**config.mk**
```make
export PLATFORM = sky130hd
export DESIGN_NAME = console_line_editor_flat
export DESIGN_NICKNAME = d
export VERILOG_FILES = /design/src/rtl/core/cle_pkg.sv /design/src/rtl/core/cle_in_if.sv /design/src/rtl/core/cle_out_if.sv /design/src/rtl/core/cle_ram.sv /design/src/rtl/core/console_line_editor.sv /design/src/flat_wrapper.sv
export SDC_FILE = /design/constraint.sdc
export NUM_CORES = 1
export LEC_CHECK = 0
export ABC_CLOCK_PERIOD_IN_PS = 6300
export BUFFER_PORTS_ARGS = -buffer_cell sky130_fd_sc_hd__buf_2
export CAP_MARGIN = 20
export CELL_PAD_IN_SITES_DETAIL_PLACEMENT = 0
export CELL_PAD_IN_SITES_GLOBAL_PLACEMENT = 1
export CORE_ASPECT_RATIO = 0.7
export CORE_MARGIN = 4
export CORE_UTILIZATION = 45
export CTS_BUF_LIST = sky130_fd_sc_hd__clkbuf_4 sky130_fd_sc_hd__clkbuf_8
export DETAILED_ROUTE_END_ITERATION = 16
export HOLD_SLACK_MARGIN = 0.06
export PLACE_DENSITY = 0.68
export SETUP_SLACK_MARGIN = 0.3
export SLEW_MARGIN = 20
export SYNTH_ARGS = -nofsm -noshare
export SYNTH_HDL_FRONTEND = slang
export SYNTH_SLANG_ARGS = --single-unit
export TNS_END_PERCENT = 1
```
**constraint.sdc**
```tcl
create_clock -name clk -period 6.3 [get_ports clk]
set_input_delay 1.26 -clock clk [delete_from_list [all_inputs] [get_ports clk]]
set_output_delay 1.26 -clock clk [all_outputs]
set_load 0.03 [all_outputs]
```
**src/rtl/core/cle_pkg.sv**
```systemverilog
// shared types and constants for the console line editor
// no dependencies
package cle_pkg;

	// result kinds
	typedef enum logic [1:0] {
		KIND_ECHO  = 2'd0,
		KIND_DATA  = 2'd1,
		KIND_EMPTY = 2'd2
	} kind_t;

	// received keys with a meaning of their own
	localparam logic [7:0] KEY_BACKSPACE = 8'h7f;
	localparam logic [7:0] KEY_CTRL_D    = 8'h04;
	localparam logic [7:0] KEY_CTRL_U    = 8'h15;

	// echo and stored characters
	localparam logic [7:0] CH_BS    = 8'h08;
	localparam logic [7:0] CH_NL    = 8'h0a;
	localparam logic [7:0] CH_SPACE = 8'h20;
	localparam logic [7:0] CH_NUL   = 8'h00;

endpackage

```
**src/rtl/core/cle_in_if.sv**
```systemverilog
// input channel of the console line editor: command and received byte
// no dependencies
interface cle_in_if;
	logic       valid;
	logic       ready;
	logic       command;
	logic [7:0] rx_byte;

	modport source (output valid, output command, output rx_byte, input ready);
	modport sink (input valid, input command, input rx_byte, output ready);
endinterface

```
**src/rtl/core/cle_out_if.sv**
```systemverilog
// result channel of the console line editor: echo or read data
// depends on cle_pkg
interface cle_out_if;
	logic            valid;
	logic            ready;
	cle_pkg::kind_t  kind;
	logic [7:0]      out_byte;
	logic            last;

	modport source (output valid, output kind, output out_byte, output last, input ready);
	modport sink (input valid, input kind, input out_byte, input last, output ready);
endinterface

```
**src/rtl/core/cle_ram.sv**
```systemverilog
// single-port line store, registered read
// no dependencies
module cle_ram #(
	parameter int DEPTH = 32
) (
	input  logic                     clk,
	input  logic                     we,
	input  logic                     re,
	input  logic [$clog2(DEPTH)-1:0] addr,
	input  logic [7:0]               wdata,
	output logic [7:0]               rdata
);

	logic [7:0] mem [DEPTH];
	logic [7:0] rdata_q;

	always_ff @(posedge clk) begin
		if (we) begin
			mem[addr] <= wdata;
		end
		// read data holds until the next read
		if (re) begin
			rdata_q <= mem[addr];
		end
	end

	assign rdata = rdata_q;

endmodule

```
**src/rtl/core/console_line_editor.sv**
```systemverilog
// console line editor: one item at a time. a plain byte is stored, a read returns one committed
// byte or an empty result, ctrl-d commits the line, backspace echoes bs, space, bs, and ctrl-u
// erases back to the commit point or past a stored line break, then echoes space and bs. results
// leave through one output register; ctrl-u reads back each erased byte from the line store.
// arst_n clears the pointers, the sequencer and the output valid; the line store is not cleared.
// depends on cle_pkg, cle_in_if, cle_out_if, cle_ram
module console_line_editor #(
	parameter int DEPTH = 32
) (
	input logic        clk,
	input logic        arst_n,
	cle_in_if.sink     req,
	cle_out_if.source  rsp
);

	localparam int PTR_W = $clog2(DEPTH);
	localparam logic [PTR_W-1:0] PTR_MAX = PTR_W'(DEPTH - 1);

	typedef enum logic [2:0] {
		S_IDLE,
		S_RD_DATA,
		S_ONE,
		S_ERASE_BS,
		S_KILL_STEP,
		S_KILL_CHK,
		S_TAIL_SP,
		S_TAIL_BS
	} state_t;

	state_t             state_q;
	logic [PTR_W-1:0]   edit_q;
	logic [PTR_W-1:0]   commit_q;
	logic [PTR_W-1:0]   rd_q;
	cle_pkg::kind_t     pend_kind_q;
	logic [7:0]         pend_byte_q;
	logic               out_valid_q;
	cle_pkg::kind_t     out_kind_q;
	logic [7:0]         out_byte_q;
	logic               out_last_q;

	logic               accept;
	logic               slot_free;
	logic [PTR_W-1:0]   edit_inc;
	logic [PTR_W-1:0]   edit_dec;
	logic [PTR_W-1:0]   rd_inc;
	logic               full;
	logic               is_ctrl_d;
	logic               is_ctrl_u;
	logic               is_bs;
	logic               push;
	cle_pkg::kind_t     push_kind;
	logic [7:0]         push_byte;
	logic               push_last;
	logic               ram_we;
	logic               ram_re;
	logic [PTR_W-1:0]   ram_addr;
	logic [7:0]         ram_rdata;

	assign req.ready = (state_q == S_IDLE);
	assign accept    = req.valid && req.ready;
	assign slot_free = !out_valid_q || rsp.ready;

	assign edit_inc = (edit_q == PTR_MAX) ? '0 : edit_q + PTR_W'(1);
	assign edit_dec = (edit_q == '0) ? PTR_MAX : edit_q - PTR_W'(1);
	assign rd_inc   = (rd_q == PTR_MAX) ? '0 : rd_q + PTR_W'(1);
	// one cell stays free, so a full ring has the edit pointer right behind the read pointer
	assign full     = (edit_inc == rd_q);

	assign is_ctrl_d = (req.rx_byte == cle_pkg::KEY_CTRL_D);
	assign is_ctrl_u = (req.rx_byte == cle_pkg::KEY_CTRL_U);
	assign is_bs     = (req.rx_byte == cle_pkg::KEY_BACKSPACE);

	always_comb begin
		push      = 1'b0;
		push_kind = cle_pkg::KIND_ECHO;
		push_byte = cle_pkg::CH_BS;
		push_last = 1'b0;
		ram_we    = 1'b0;
		ram_re    = 1'b0;
		ram_addr  = edit_q;
		unique case (state_q)
			S_IDLE: begin
				if (accept) begin
					if (req.command) begin
						if (rd_q != commit_q) begin
							ram_re   = 1'b1;
							ram_addr = rd_q;
						end
					end else if (!is_ctrl_d && !is_ctrl_u && !is_bs && !full) begin
						ram_we = 1'b1;
					end
				end
			end
			S_RD_DATA: begin
				push      = slot_free;
				push_kind = cle_pkg::KIND_DATA;
				push_byte = ram_rdata;
				push_last = 1'b1;
			end
			S_ONE: begin
				push      = slot_free;
				push_kind = pend_kind_q;
				push_byte = pend_byte_q;
				push_last = 1'b1;
			end
			S_ERASE_BS: begin
				push = slot_free;
			end
			S_KILL_STEP: begin
				if (edit_q != commit_q && slot_free) begin
					push     = 1'b1;
					ram_re   = 1'b1;
					ram_addr = edit_dec;
				end
			end
			S_KILL_CHK: begin
			end
			S_TAIL_SP: begin
				push      = slot_free;
				push_byte = cle_pkg::CH_SPACE;
			end
			S_TAIL_BS: begin
				push      = slot_free;
				push_last = 1'b1;
			end
			default: begin
			end
		endcase
	end

	cle_ram #(
		.DEPTH (DEPTH)
	) u_ram (
		.clk   (clk),
		.we    (ram_we),
		.re    (ram_re),
		.addr  (ram_addr),
		.wdata (req.rx_byte),
		.rdata (ram_rdata)
	);

	always_ff @(posedge clk or negedge arst_n) begin
		if (!arst_n) begin
			state_q     <= S_IDLE;
			edit_q      <= '0;
			commit_q    <= '0;
			rd_q        <= '0;
			pend_kind_q <= cle_pkg::KIND_ECHO;
			pend_byte_q <= cle_pkg::CH_NUL;
			out_valid_q <= 1'b0;
			out_kind_q  <= cle_pkg::KIND_ECHO;
			out_byte_q  <= cle_pkg::CH_NUL;
			out_last_q  <= 1'b0;
		end else begin
			if (push) begin
				out_valid_q <= 1'b1;
				out_kind_q  <= push_kind;
				out_byte_q  <= push_byte;
				out_last_q  <= push_last;
			end else if (rsp.ready) begin
				out_valid_q <= 1'b0;
			end

			unique case (state_q)
				S_IDLE: begin
					if (accept) begin
						if (req.command) begin
							if (rd_q != commit_q) begin
								state_q <= S_RD_DATA;
							end else begin
								pend_kind_q <= cle_pkg::KIND_EMPTY;
								pend_byte_q <= cle_pkg::CH_NUL;
								state_q     <= S_ONE;
							end
						end else if (is_ctrl_d) begin
							if (!full) begin
								commit_q    <= edit_q;
								pend_kind_q <= cle_pkg::KIND_ECHO;
								pend_byte_q <= cle_pkg::KEY_CTRL_D;
								state_q     <= S_ONE;
							end
						end else if (is_ctrl_u) begin
							state_q <= S_KILL_STEP;
						end else if (is_bs) begin
							if (edit_q != commit_q) begin
								edit_q  <= edit_dec;
								state_q <= S_ERASE_BS;
							end
						end else if (!full) begin
							edit_q <= edit_inc;
						end
					end
				end
				S_RD_DATA: begin
					if (push) begin
						rd_q    <= rd_inc;
						state_q <= S_IDLE;
					end
				end
				S_ONE: begin
					if (push) begin
						state_q <= S_IDLE;
					end
				end
				S_ERASE_BS: begin
					if (push) begin
						state_q <= S_TAIL_SP;
					end
				end
				S_KILL_STEP: begin
					if (edit_q == commit_q) begin
						state_q <= S_TAIL_SP;
					end else if (push) begin
						edit_q  <= edit_dec;
						state_q <= S_KILL_CHK;
					end
				end
				S_KILL_CHK: begin
					// stop right after erasing a stored newline or ctrl-d
					if (ram_rdata == cle_pkg::CH_NL || ram_rdata == cle_pkg::KEY_CTRL_D) begin
						state_q <= S_TAIL_SP;
					end else begin
						state_q <= S_KILL_STEP;
					end
				end
				S_TAIL_SP: begin
					if (push) begin
						state_q <= S_TAIL_BS;
					end
				end
				S_TAIL_BS: begin
					if (push) begin
						state_q <= S_IDLE;
					end
				end
				default: begin
					state_q <= S_IDLE;
				end
			endcase
		end
	end

	assign rsp.valid    = out_valid_q;
	assign rsp.kind     = out_kind_q;
	assign rsp.out_byte = out_byte_q;
	assign rsp.last     = out_last_q;

`ifndef SYNTHESIS
	// pointers stay inside the ring
	a_ptr_range: assert property (@(posedge clk) disable iff (!arst_n)
		(edit_q <= PTR_MAX) && (commit_q <= PTR_MAX) && (rd_q <= PTR_MAX))
		else $error("line pointer outside the ring");

	// a data read never runs past the committed bytes
	a_read_committed: assert property (@(posedge clk) disable iff (!arst_n)
		(state_q == S_RD_DATA) |-> (rd_q != commit_q))
		else $error("read of an uncommitted cell");

	// the final result of an item returns the sequencer to idle
	a_last_idle: assert property (@(posedge clk) disable iff (!arst_n)
		(push && push_last) |=> (state_q == S_IDLE))
		else $error("sequencer busy after final beat");

	// erasing never steps the edit pointer past the commit point
	a_kill_bound: assert property (@(posedge clk) disable iff (!arst_n)
		(state_q == S_KILL_STEP && push) |-> (edit_q != commit_q))
		else $error("erase beyond commit point");
`endif

endmodule
```
**src/flat_wrapper.sv**
```systemverilog
// flat-port wrapper written by rule: the top's interface ports become plain ports
module console_line_editor_flat 
#(
	parameter int DEPTH = 32
)
  (clk, arst_n, req_valid, req_command, req_rx_byte, req_ready, rsp_valid, rsp_kind, rsp_out_byte, rsp_last, rsp_ready);
  cle_in_if req_i ();
  cle_out_if rsp_i ();
  input logic clk;
  input logic arst_n;
  input wire logic [$bits(req_i.valid)-1:0] req_valid;
  input wire logic [$bits(req_i.command)-1:0] req_command;
  input wire logic [$bits(req_i.rx_byte)-1:0] req_rx_byte;
  output wire logic [$bits(req_i.ready)-1:0] req_ready;
  output wire logic [$bits(rsp_i.valid)-1:0] rsp_valid;
  output wire logic [$bits(rsp_i.kind)-1:0] rsp_kind;
  output wire logic [$bits(rsp_i.out_byte)-1:0] rsp_out_byte;
  output wire logic [$bits(rsp_i.last)-1:0] rsp_last;
  input wire logic [$bits(rsp_i.ready)-1:0] rsp_ready;
  assign req_i.valid = req_valid;
  assign req_i.command = req_command;
  assign req_i.rx_byte = req_rx_byte;
  assign req_ready = req_i.ready;
  assign rsp_valid = rsp_i.valid;
  assign rsp_kind = rsp_i.kind;
  assign rsp_out_byte = rsp_i.out_byte;
  assign rsp_last = rsp_i.last;
  assign rsp_i.ready = rsp_ready;
  console_line_editor #(.DEPTH(DEPTH)) u_core (.clk(clk), .arst_n(arst_n), .req(req_i), .rsp(rsp_i));
endmodule
```
==> flow_summary_export.csv, run 1 <==
group,metric,value,unit
detailed_routing,wl,29.31,mm
detailed_routing,drcViolationCount,0,
logic_synthesis,syn_area_per_cell,16.26,um2
logic_synthesis,ys_ff_latch,296,
final_layout,synthToLayoutAreaGrowth,10.69,%
global_route,grt_max_degree,74,
global_route,grt-ovfl-total,0,
detailed_routing,final_antenna_net_count,0,
detailed_routing,drt_iter0_drc,737,
placed_design,portBuffers,25,
pwr,p_int,0.003956,W
die,initial_core_util,0.4607,
logic_synthesis,netlist_instances,762,
logic_synthesis,yosys-top-cells-area,"edfxtp_1 64%, mux4_2 8.7%, dfrtp_1 6.5%",
logic_synthesis,syn_area,12390,um2
status,status,"finished, final reports clean",
pwr,combPwrFrac,0.353,
final_layout,antenna_cells,0,
critical_path,critPathCaptureType,"flip-flop",
sta,report.final.hold_viol_count,0,
final_layout,nNetsFinal,824,
flow_run,drv_cap,0,
final_layout,drive_gt1_frac,0.2078,
critical_path,startpoint_type,"input port",
critical_path,slowest_delay,0.72,ns
cts,clk_latency,0.59,ns
die,io_pins,26,
cts,hold_buffers,0,
detailed_routing,avgViaCountPerCell,5.934,
sta,worst_pin_slew,1.038,ns
logic_synthesis,yosysMostFrequentCell,"edfxtp_1",
logic_synthesis,synth_ff_type,"edfxtp_1",
detailed_routing,num_vias,7157,
pwr,switching_share,0.3644,
cts,numCtsBuffers,46,
logic_synthesis,ys_types,64,
sta,holdWs,0.4700,ns
critical_path,cp_slowest_cell,"buf_4",
critical_path,reg2reg_depth,8,
die,dieArea,30300,um2
critical_path,r2r_start,"u_core.edit_q[0]",
die,die_height,146.8,um
critical_path,path_delay_family,"compound AO/OA/AOI/OAI gates",
sta,slew_violations,0,
cts,cts_sinks,296,
cts,cts_post_setup_buffers_inserted,0,
die,rows,50,
cts,cts_tree,"done",
sta,fin_skew,0.03501,ns
placed_design,hpwlAfterDp,18.65,mm
pwr,p_seq_frac,0.396,
logic_synthesis,async_flop_share,0.1081,
hold_path,hp-class,"reg -> reg",
cts,clkSlewWorstSetupHoldPaths,0.06,ns
global_route,grt_pass1_wl,44.48,mm
sta,setup_tns,0,ns
pwr,p_per_area,453.7,nW/um2
logic_synthesis,synth-seq-area-share,0.7044,
hold_path,hold_end,"u_core.rsp.kind[0]",
die,core,26900,um2
sta,max_slew_margin,0.3024,
final_layout,final_core_util,0.5099,
logic_synthesis,yosys.area.top_type,"edfxtp_1",
critical_path,crit_arrival,4.74,ns
global_route,grt_pass1_vias,7125,
hold_path,hp-start,"u_core.rsp.kind[0]",
cts,root_buffer,"clkbuf_8",
cts,htree_levels,2,
logic_synthesis,synth.top_cell.area_share,0.6397,
sta,max_freq,0.2255,GHz
hold_path,whs_path_depth,2,
sta,fin_crit_sh,0.7039,
pwr,max-vdd-ir-drop,0.2447,mV
sta,setup_viol,0,
critical_path,cp_cell_sequence,"buf_2, nand2b_1, nand2_1, a21oi_2, or2_1, o211a_4, buf_4, mux4_2, a22oi_1, nand4_1",
critical_path,worstPathRequired,6.61,ns
placed_design,place_congestion,0.8644,
pwr,power.leakage,4.550,nW
logic_synthesis,synth_common_cells,"264 x edfxtp_1, 59 x nor2_1, 48 x mux4_2, 41 x nand2_1, 41 x nand3_1",
critical_path,ff2ff_setup_slack,1.89,ns
final_layout,fill_cells,2254,
detailed_routing,first_pass_iters,5,
detailed_routing,wire_per_inst,24.30,um
global_route,antenna_found_initial,0,
logic_synthesis,yosysWarnings,0,
die,die_x,206.3,um
critical_path,crit_type,"in -> reg",
critical_path,reg2reg_to,"u_core.u_ram.mem[1][7]",
cts,ctsResizeCount,0,
sta,rsz0062_at_grt,"false",
global_route,grt.total_usage,0.1956,
pwr,switchingPower,0.002268,W
logic_synthesis,synth_edf_count,264,
logic_synthesis,syn-num-nets,781,
sta,min_period,4.434,ns
cts,clockBufferDepth,3,
critical_path,cp_max_fo,73,
pwr,clock_power_share,0.252,
critical_path,cp.buffers_inverters,2,
-- worst max-delay path by stage --
stage / startpoint / to / slack, ns / cells past startpoint
final: rsp_ready / u_core.u_ram.rdata[7] / 1.87 / 10
after CTS: u_core.edit_q[0] / u_core.u_ram.mem[1][7] / 1.86 / 8
after global routing: u_core.edit_q[0] / u_core.u_ram.mem[1][7] / 1.56 / 8
after floorplan: rsp_ready / u_core.u_ram.mem[10][0] / 2.50 / 10
after global placement: rsp_ready / u_core.u_ram.rdata[7] / 1.45 / 10
after detailed placement: req_rx_byte[6] / u_core.u_ram.mem[22][0] / 1.36 / 9
-- flip-flops by register name (all words and copies together), names as in the netlist --
signal and count:
u_core.pend_byte_q 1, u_core.rsp.valid 1, u_core.u_ram.rdata 8, u_core.rsp.last 1, u_core.rsp.kind 2, u_core.rd_q 5, u_core.u_ram.mem 256, u_core.pend_kind_q 1
u_core.edit_q 5, u_core.state_q 3, u_core.commit_q 5, u_core.rsp.out_byte 8
-- layer usage --
metal  GRT usage  share of wire  vias to the layer above
li1            -              -                     3134
met1      0.2943           0.45                     3621
met2      0.2811           0.44                      340
met3     0.05759          0.094                       62
met4     0.05186          0.019                        0
met5           0              0                        -
-- metrics by stage --
stage,total power (W),cells,setup slack [ns],instance area [um2]
after floorplan,0.004126,762,2.502,12390
after global placement,0.004672,1121,1.453,12830
after detailed placement,0.004704,1121,1.364,12830
after CTS,0.006267,1206,1.865,13720
after global routing,0.006576,1206,1.563,13720
final,0.006224,1206,1.866,13720
-- power by group through the flow --
stage	combinational [W]	sequential [W]	clock, W
after floorplan	0.00168	0.00245	0
after global placement	0.00218	0.00249	0
after detailed placement	0.00220	0.00250	0
after CTS	0.00221	0.00246	0.00160
after global routing	0.00239	0.00248	0.00171
final	0.00219	0.00246	0.00157
-- final cells by class --
cell class	count	area (um2)	area share
sequential	296	8728	0.6363
multi-input combinational	421	3438	0.2507
clock buffer	56	714.4	0.05208
tap	364	455.4	0.03320
timing repair buffer	32	177.7	0.01295
clock inverter	29	172.7	0.01259
inverter	8	30.03	0.002189
-- cells in the final DEF, fill, tap and decap left out, types with 4 or more instances in the layout --
cell,synthesis,final
ha_1,6,6
mux2i_1,17,17
and3_1,4,4
mux2_2,5,5
nand3_1,41,41
clkbuf_8,0,47
clkbuf_4,0,9
buf_2,15,25
edfxtp_1,264,264
dfrtp_1,32,32
a22o_1,5,5
buf_4,2,7
nor3_1,12,12
xnor2_1,5,5
o211ai_1,16,16
nand4_1,10,10
nand2_1,41,41
mux4_2,48,48
a21oi_1,15,15
nand2b_1,6,6
clkinv_1,0,12
inv_1,8,8
a22oi_1,34,34
and2_1,6,6
o21ai_0,20,20
clkinv_2,0,14
xor2_1,13,13
nor2_1,59,59
-- logic make-up after synthesis --
kind of cell             synth area share
AO/OA/AOI/OAI                     0.06765
XOR/XNOR                          0.01272
adder cells (fa/ha/maj)          0.006058
buffers and inverters             0.01878
flip-flops                         0.7044
multiplexers                       0.1082
AND/OR/NAND/NOR                   0.08219
-- tightest hold or removal path: cells and delay by family (launching register included) --
family,cells,cell delay (ns)
flip-flops,1,0.34
AND/OR/NAND/NOR,2,0.10
(Power assumes the default switching activity.)
==> run 2: changes to the inputs <==
ABC_CLOCK_PERIOD_IN_PS = 4300   (was 6300)
clock period = 4.3 ns   (was 6.3 ns; I/O delays follow)
==> run 2 against run 1 <==
Die area is the same; routed wire length grew 3.2%; global-route usage grew 0.70 points; worst setup slack lost 1.5 ns; sequential power grew 44%; first-iteration DRC count shrank 2.7%; power grew 47%; via count grew 1.1%; combinational power grew 56%; worst hold slack lost 0.12 ns; core utilization grew 1.3 points; largest cell class unchanged.
==> flow_summary_export.csv, run 2 (synthesis results as in run 1) <==
group,metric,value,unit
placed_design,portBuffers,25,
sta,min_period,3.922,ns
cts,htree_levels,2,
critical_path,cp_slowest_cell,"nor2_1",
die,rows,50,
final_layout,final_common_cell,"edfxtp_1",
detailed_routing,avgViaCountPerCell,5.777,
sta,setup_tns,0,ns
die,dieArea,30300,um2
status,status,"finished, final reports clean",
global_route,antenna_found_initial,2,
global_route,grt_pass1_vias,7239,
cts,clockBufferDepth,3,
final_layout,synthToLayoutAreaGrowth,13.55,%
sta,setup_viol,0,
cts,root_buffer,"clkbuf_8",
global_route,grt_max_degree,63,
cts,cts_sinks,296,
critical_path,reg2reg_to,"u_core.u_ram.mem[30][0]",
cts,clkSlewWorstSetupHoldPaths,0.06,ns
critical_path,crit_type,"reg -> reg",
cts,numCtsBuffers,44,
placed_design,place_congestion,0.8408,
global_route,grt_pass1_wl,45.84,mm
die,die_x,206.3,um
pwr,p_per_area,648.2,nW/um2
global_route,grt.total_usage,0.2026,
critical_path,crit_arrival,4.13,ns
cts,clk_latency,0.58,ns
final_layout,largest_register_ffs,256,
sta,max_freq,0.2550,GHz
sta,fin_skew,0.03383,ns
final_layout,largest_register,"u_core.u_ram.mem",
critical_path,cp_max_fo,9,
detailed_routing,num_vias,7239,
detailed_routing,wl,30.24,mm
die,initial_core_util,0.4607,
hold_path,hp-class,"in -> async",
cts,hold_buffers,0,
flow_run,drv_cap,0,
detailed_routing,drcViolationCount,0,
critical_path,worstPathRequired,4.51,ns
global_route,grt-ovfl-total,0,
final_layout,drive_gt1_frac,0.2486,
placed_design,hpwlAfterDp,20.40,mm
sta,rsz0062_at_grt,"true",
placed_design,preCtsSetupSlack,0.3544,ns
critical_path,critPathCaptureType,"flip-flop",
final_layout,fill_cells,2238,
pwr,max-vdd-ir-drop,0.2878,mV
sta,fin_crit_sh,0.9121,
sta,worst_pin_slew,1.110,ns
die,die_height,146.8,um
detailed_routing,wire_per_inst,24.13,um
die,io_pins,26,
critical_path,reg2reg_depth,12,
critical_path,r2r_start,"u_core.edit_q[0]",
detailed_routing,final_antenna_net_count,0,
critical_path,cp_cell_sequence,"buf_4, ha_1, and3_1, ha_1, nor2b_1, xnor2_1, nand3_1, nor4b_1, buf_4, nor3_1, nand3_1, nor2_1",
sta,timing.final.ws_setup,0.3778,ns
sta,report.final.hold_viol_count,0,
final_layout,nNetsFinal,874,
final_layout,antenna_cells,0,
sta,slew_violations,0,
critical_path,startpoint_type,"flip-flop",
pwr,power.leakage,4.791,nW
cts,cts_post_setup_buffers_inserted,0,
cts,ctsResizeCount,0,
sta,max_slew_margin,0.2541,
cts,cts_tree,"done",
detailed_routing,drt_iter0_drc,717,
die,core,26900,um2
critical_path,ff2ff_setup_slack,0.38,ns
critical_path,slowest_delay,0.73,ns
final_layout,layout_common_cells,"264 x edfxtp_1, 59 x nor2_1, 57 x buf_4, 48 x mux4_2, 44 x clkbuf_8",
detailed_routing,first_pass_iters,7,
## run 2: through the flow
stage | power [W] | cells | hold slack, ns | util | instance area [um2]
after floorplan | 0.006046 | 762 | 0.4586 | - | 12390
after global placement | 0.007019 | 1173 | 0.4612 | 0.4924 | 13250
after detailed placement | 0.007051 | 1173 | 0.4720 | 0.4924 | 13250
after CTS | 0.009217 | 1253 | 0.3503 | 0.5231 | 14070
after global routing | 0.009649 | 1253 | 0.3940 | 0.5231 | 14070
final | 0.009121 | 1253 | 0.3529 | 0.5231 | 14070
## run 2: worst max-delay path by stage
stage / start / endpoint / slack [ns] / cells past startpoint
2_1_floorplan: rsp_ready / u_core.u_ram.mem[10][0] / 0.90 / 10
3_3_place_gp: u_core.edit_q[0] / u_core.u_ram.mem[30][1] / 0.38 / 12
3_5_place_dp: req_rx_byte[2] / u_core.u_ram.mem[30][0] / 0.35 / 8
4_1_cts: u_core.edit_q[0] / u_core.u_ram.mem[30][0] / 0.36 / 12
5_1_grt: u_core.edit_q[0] / u_core.u_ram.mem[10][4] / 0.18 / 12
6_report: u_core.edit_q[0] / u_core.u_ram.mem[30][0] / 0.38 / 12
## run 2: power by group
part	internal, W	switching (W)	total [W]
Sequential	0.00335	0.000197	0.00355
Combinational	0.00138	0.00203	0.00341
Clock	0.00108	0.00108	0.00216
## run 2: layer usage
layer | global-route usage | wire length (um) | up-vias
met5 | 0 | 9 | -
met4 | 0.04887 | 459 | 2
met3 | 0.05009 | 2243 | 38
met2 | 0.2909 | 13420 | 250
met1 | 0.3138 | 14110 | 3722
li1 | - | - | 3227
## run 2: area by class of cell
cell class	count	area (um2)	share of cell area
repair buffers	84	593.1	0.04215
inverters	8	30.03	0.002134
flip-flops and latches	296	8728	0.6203
well taps	364	455.4	0.03237
clock inverters	24	130.1	0.009248
clock buffers	56	695.7	0.04944
multi-input cells	421	3438	0.2444
## run 2: worst max-delay path: cells and delay by family (launching register included)
kind                     cells  cell delay, ns
XOR/XNOR                     1            0.10
adder cells (fa/ha/maj)      2            0.47
buffers and inverters        2            0.33
flip-flops                   1            0.38
AND/OR/NAND/NOR              7            2.28
==> run 3: changes to the inputs <==
ABC_AREA = 1   (was not set)
CORE_UTILIZATION = 40   (was 45)
PLACE_DENSITY = 0.66   (was 0.68)
==> run 3 against run 2 <==
Via count is 40% higher; sequential cell count did not move; maximum frequency increased by 9.3%; area after synthesis increased by 11%; largest cell class unchanged; highest routed layer is now met4.
==> flow_summary_export.csv, run 3 <==
group,metric,value,unit
final_layout,seqCellArea,8728,um2
cts,hold_buffers,0,
global_route,grt_max_degree,129,
placed_design,placed_cells,1864,
final_layout,largest_register_ffs,256,
critical_path,ff2ff_setup_slack,0.71,ns
die,die_height,163.5,um
logic_synthesis,ys_types,39,
logic_synthesis,yosys-top-cells-area,"edfxtp_1 57%, nand2_1 18%, nand4_1 6.0%",
final_layout,largest_register,"u_core.u_ram.mem",
sta,min_period,3.588,ns
critical_path,reg2reg_to,"u_core.u_ram.mem[5][5]",
sta,report.final.hold_viol_count,0,
final_layout,drive_gt1_frac,0.1098,
critical_path,worstPathRequired,4.50,ns
placed_design,hpwlAfterDp,23.51,mm
placed_design,portBuffers,25,
sta,max_slew_margin,0.3872,
logic_synthesis,synth_ff_type,"edfxtp_1",
detailed_routing,avgViaCountPerCell,5.201,
global_route,grt.total_usage,0.2082,
die,dieArea,37610,um2
critical_path,r2r_start,"u_core.edit_q[1]",
logic_synthesis,yosys.area.top_type,"edfxtp_1",
global_route,grt_pass1_wl,60.17,mm
sta,fin_skew,0.03253,ns
logic_synthesis,synth-seq-area-share,0.6321,
sta,fin_crit_sh,0.8343,
die,die_x,230.1,um
logic_synthesis,yosysWarnings,0,
final_layout,final_common_cell,"nand2_1",
placed_design,place_congestion,0.9212,
logic_synthesis,synth_common_cells,"651 x nand2_1, 264 x edfxtp_1, 132 x nand4_1, 80 x nor2_1, 47 x inv_1",
final_layout,fin_cells,1950,
critical_path,cp_max_fo,8,
die,rows,56,
final_layout,synthToLayoutAreaGrowth,10.75,%
logic_synthesis,ys_ff_latch,296,
final_layout,finalInstanceArea,15290,um2
global_route,grt_pass1_vias,9505,
detailed_routing,num_vias,10141,
detailed_routing,drcViolationCount,0,
final_layout,layout_common_cells,"648 x nand2_1, 264 x edfxtp_1, 132 x nand4_1, 80 x nor2_1, 48 x clkbuf_8",
final_layout,fill_cells,3324,
detailed_routing,wire_per_inst,20.11,um
critical_path,critPathCaptureType,"flip-flop",
global_route,grt-ovfl-total,0,
critical_path,crit_arrival,3.79,ns
logic_synthesis,syn-num-nets,1445,
logic_synthesis,netlist_instances,1426,
detailed_routing,final_antenna_net_count,0,
pwr,max-vdd-ir-drop,0.7245,mV
pwr,power.leakage,6.338,nW
final_layout,nNetsFinal,1468,
logic_synthesis,syn_area,13810,um2
cts,clockBufferDepth,3,
sta,max_freq,0.2787,GHz
sta,worst_pin_slew,0.9158,ns
logic_synthesis,synth_edf_count,264,
cts,htree_levels,2,
sta,slew_violations,0,
detailed_routing,drt_iter0_drc,1067,
cts,cts_tree,"done",
logic_synthesis,syn_area_per_cell,9.684,um2
status,status,"finished, final reports clean",
cts,clkSlewWorstSetupHoldPaths,0.06,ns
die,core,33770,um2
sta,setup_tns,0,ns
detailed_routing,first_pass_iters,7,
cts,root_buffer,"clkbuf_8",
cts,ctsResizeCount,0,
cts,cts_sinks,296,
flow_run,drv_cap,0,
final_layout,final_core_util,0.4529,
final_layout,multiInputGateArea,4483,um2
logic_synthesis,yosysMostFrequentCell,"nand2_1",
die,initial_core_util,0.4089,
sta,setup_viol,0,
cts,cts_post_setup_buffers_inserted,0,
logic_synthesis,async_flop_share,0.1081,
detailed_routing,wl,39.21,mm
critical_path,crit_type,"reg -> reg",
critical_path,reg2reg_depth,13,
pwr,p_per_area,789.4,nW/um2
sta,rsz0062_at_grt,"false",
hold_path,hp-class,"in -> async",
logic_synthesis,synth.top_cell.area_share,0.5741,
critical_path,startpoint_type,"flip-flop",
die,io_pins,26,
global_route,antenna_found_initial,1,
cts,clk_latency,0.60,ns
pwr,power,0.01207,W
placed_design,place_area,14360,um2
cts,numCtsBuffers,47,
-- run 3: changes by cell type in the layout (fill, tap and decap cells not counted), moves of 14 or more --
cell,previous run,this run
inv_1,8,47
o211ai_1,16,2
mux4_2,48,0
nand3_1,41,18
o21ai_0,20,34
nand2_1,41,648
mux2i_1,17,0
nand4_1,10,132
buf_4,57,23
nor2_1,59,80
a22oi_1,34,1
-- run 3: logic make-up after synthesis --
kind of cell	count (synthesis)	share of synthesized area
xor+xnor	9	0.005708
fa+ha+maj	6	0.005436
buf+inv	134	0.04684
compound gates	62	0.02564
flops	296	0.6321
simple gates	919	0.2843
-- run 3: cell type report --
| type | count | area share |
|---|---|---|
| sequential | 296 | 0.5707 |
| multi-input combinational | 996 | 0.2931 |
| clock buffer | 70 | 0.05399 |
| tap | 464 | 0.03796 |
| timing repair buffer | 51 | 0.02340 |
| inverter | 57 | 0.01399 |
| clock inverter | 15 | 0.006708 |
| antenna | 1 | 0.0001636 |
-- run 3: worst max path at each step --
| stage | from | end | slack [ns] | cells after the start |
|---|---|---|---|---|
| final | u_core.edit_q[1] | u_core.u_ram.mem[5][5] | 0.71 | 13 |
| after global routing | u_core.edit_q[1] | u_core.u_ram.mem[30][2] | 0.43 | 13 |
| after CTS | u_core.edit_q[1] | u_core.u_ram.mem[5][5] | 0.69 | 13 |
| after detailed placement | req_valid | u_core.u_ram.rdata[5] | 0.57 | 14 |
| after global placement | req_valid | u_core.u_ram.rdata[2] | 0.57 | 14 |
| after floorplan | req_command | u_core.u_ram.mem[13][0] | 1.34 | 10 |
-- run 3: critical path: stages, from the launching register on --
cell and delay, ns:
dfrtp_1 0.55, ha_1 0.24, nand2_1 0.07, nor2_1 0.17, ha_1 0.18, nand3b_1 0.16
xor2_1 0.16, nor4_1 0.06, nand2_1 0.11, inv_1 0.08, nor4_2 0.42, nand2_1 0.10
buf_4 0.22, nor2_1 0.69
-- run 3: routing by layer --
layer / part of all wire / wire length (um) / global-route usage
met1: 0.51 / 19950 / 0.3405
met2: 0.39 / 15260 / 0.2703
met3: 0.087 / 3420 / 0.05649
met4: 0.015 / 576 / 0.04341
met5: 0 / 0 / 0
-- run 3: power by group --
group          internal [W]  switching [W]  total (W)
clock network       0.00129        0.00112    0.00241
registers           0.00341       0.000214    0.00362
logic               0.00161        0.00443    0.00604
total               0.00631        0.00577     0.0121
-- run 3: per-stage QoR --
step	hold slack (ns)	setup slack (ns)
floorplan	0.4645	1.340
global placement	0.4641	0.5693
detailed placement	0.4693	0.5701
CTS	0.3426	0.6898
global route	0.3864	0.4312
finish	0.3598	0.7123
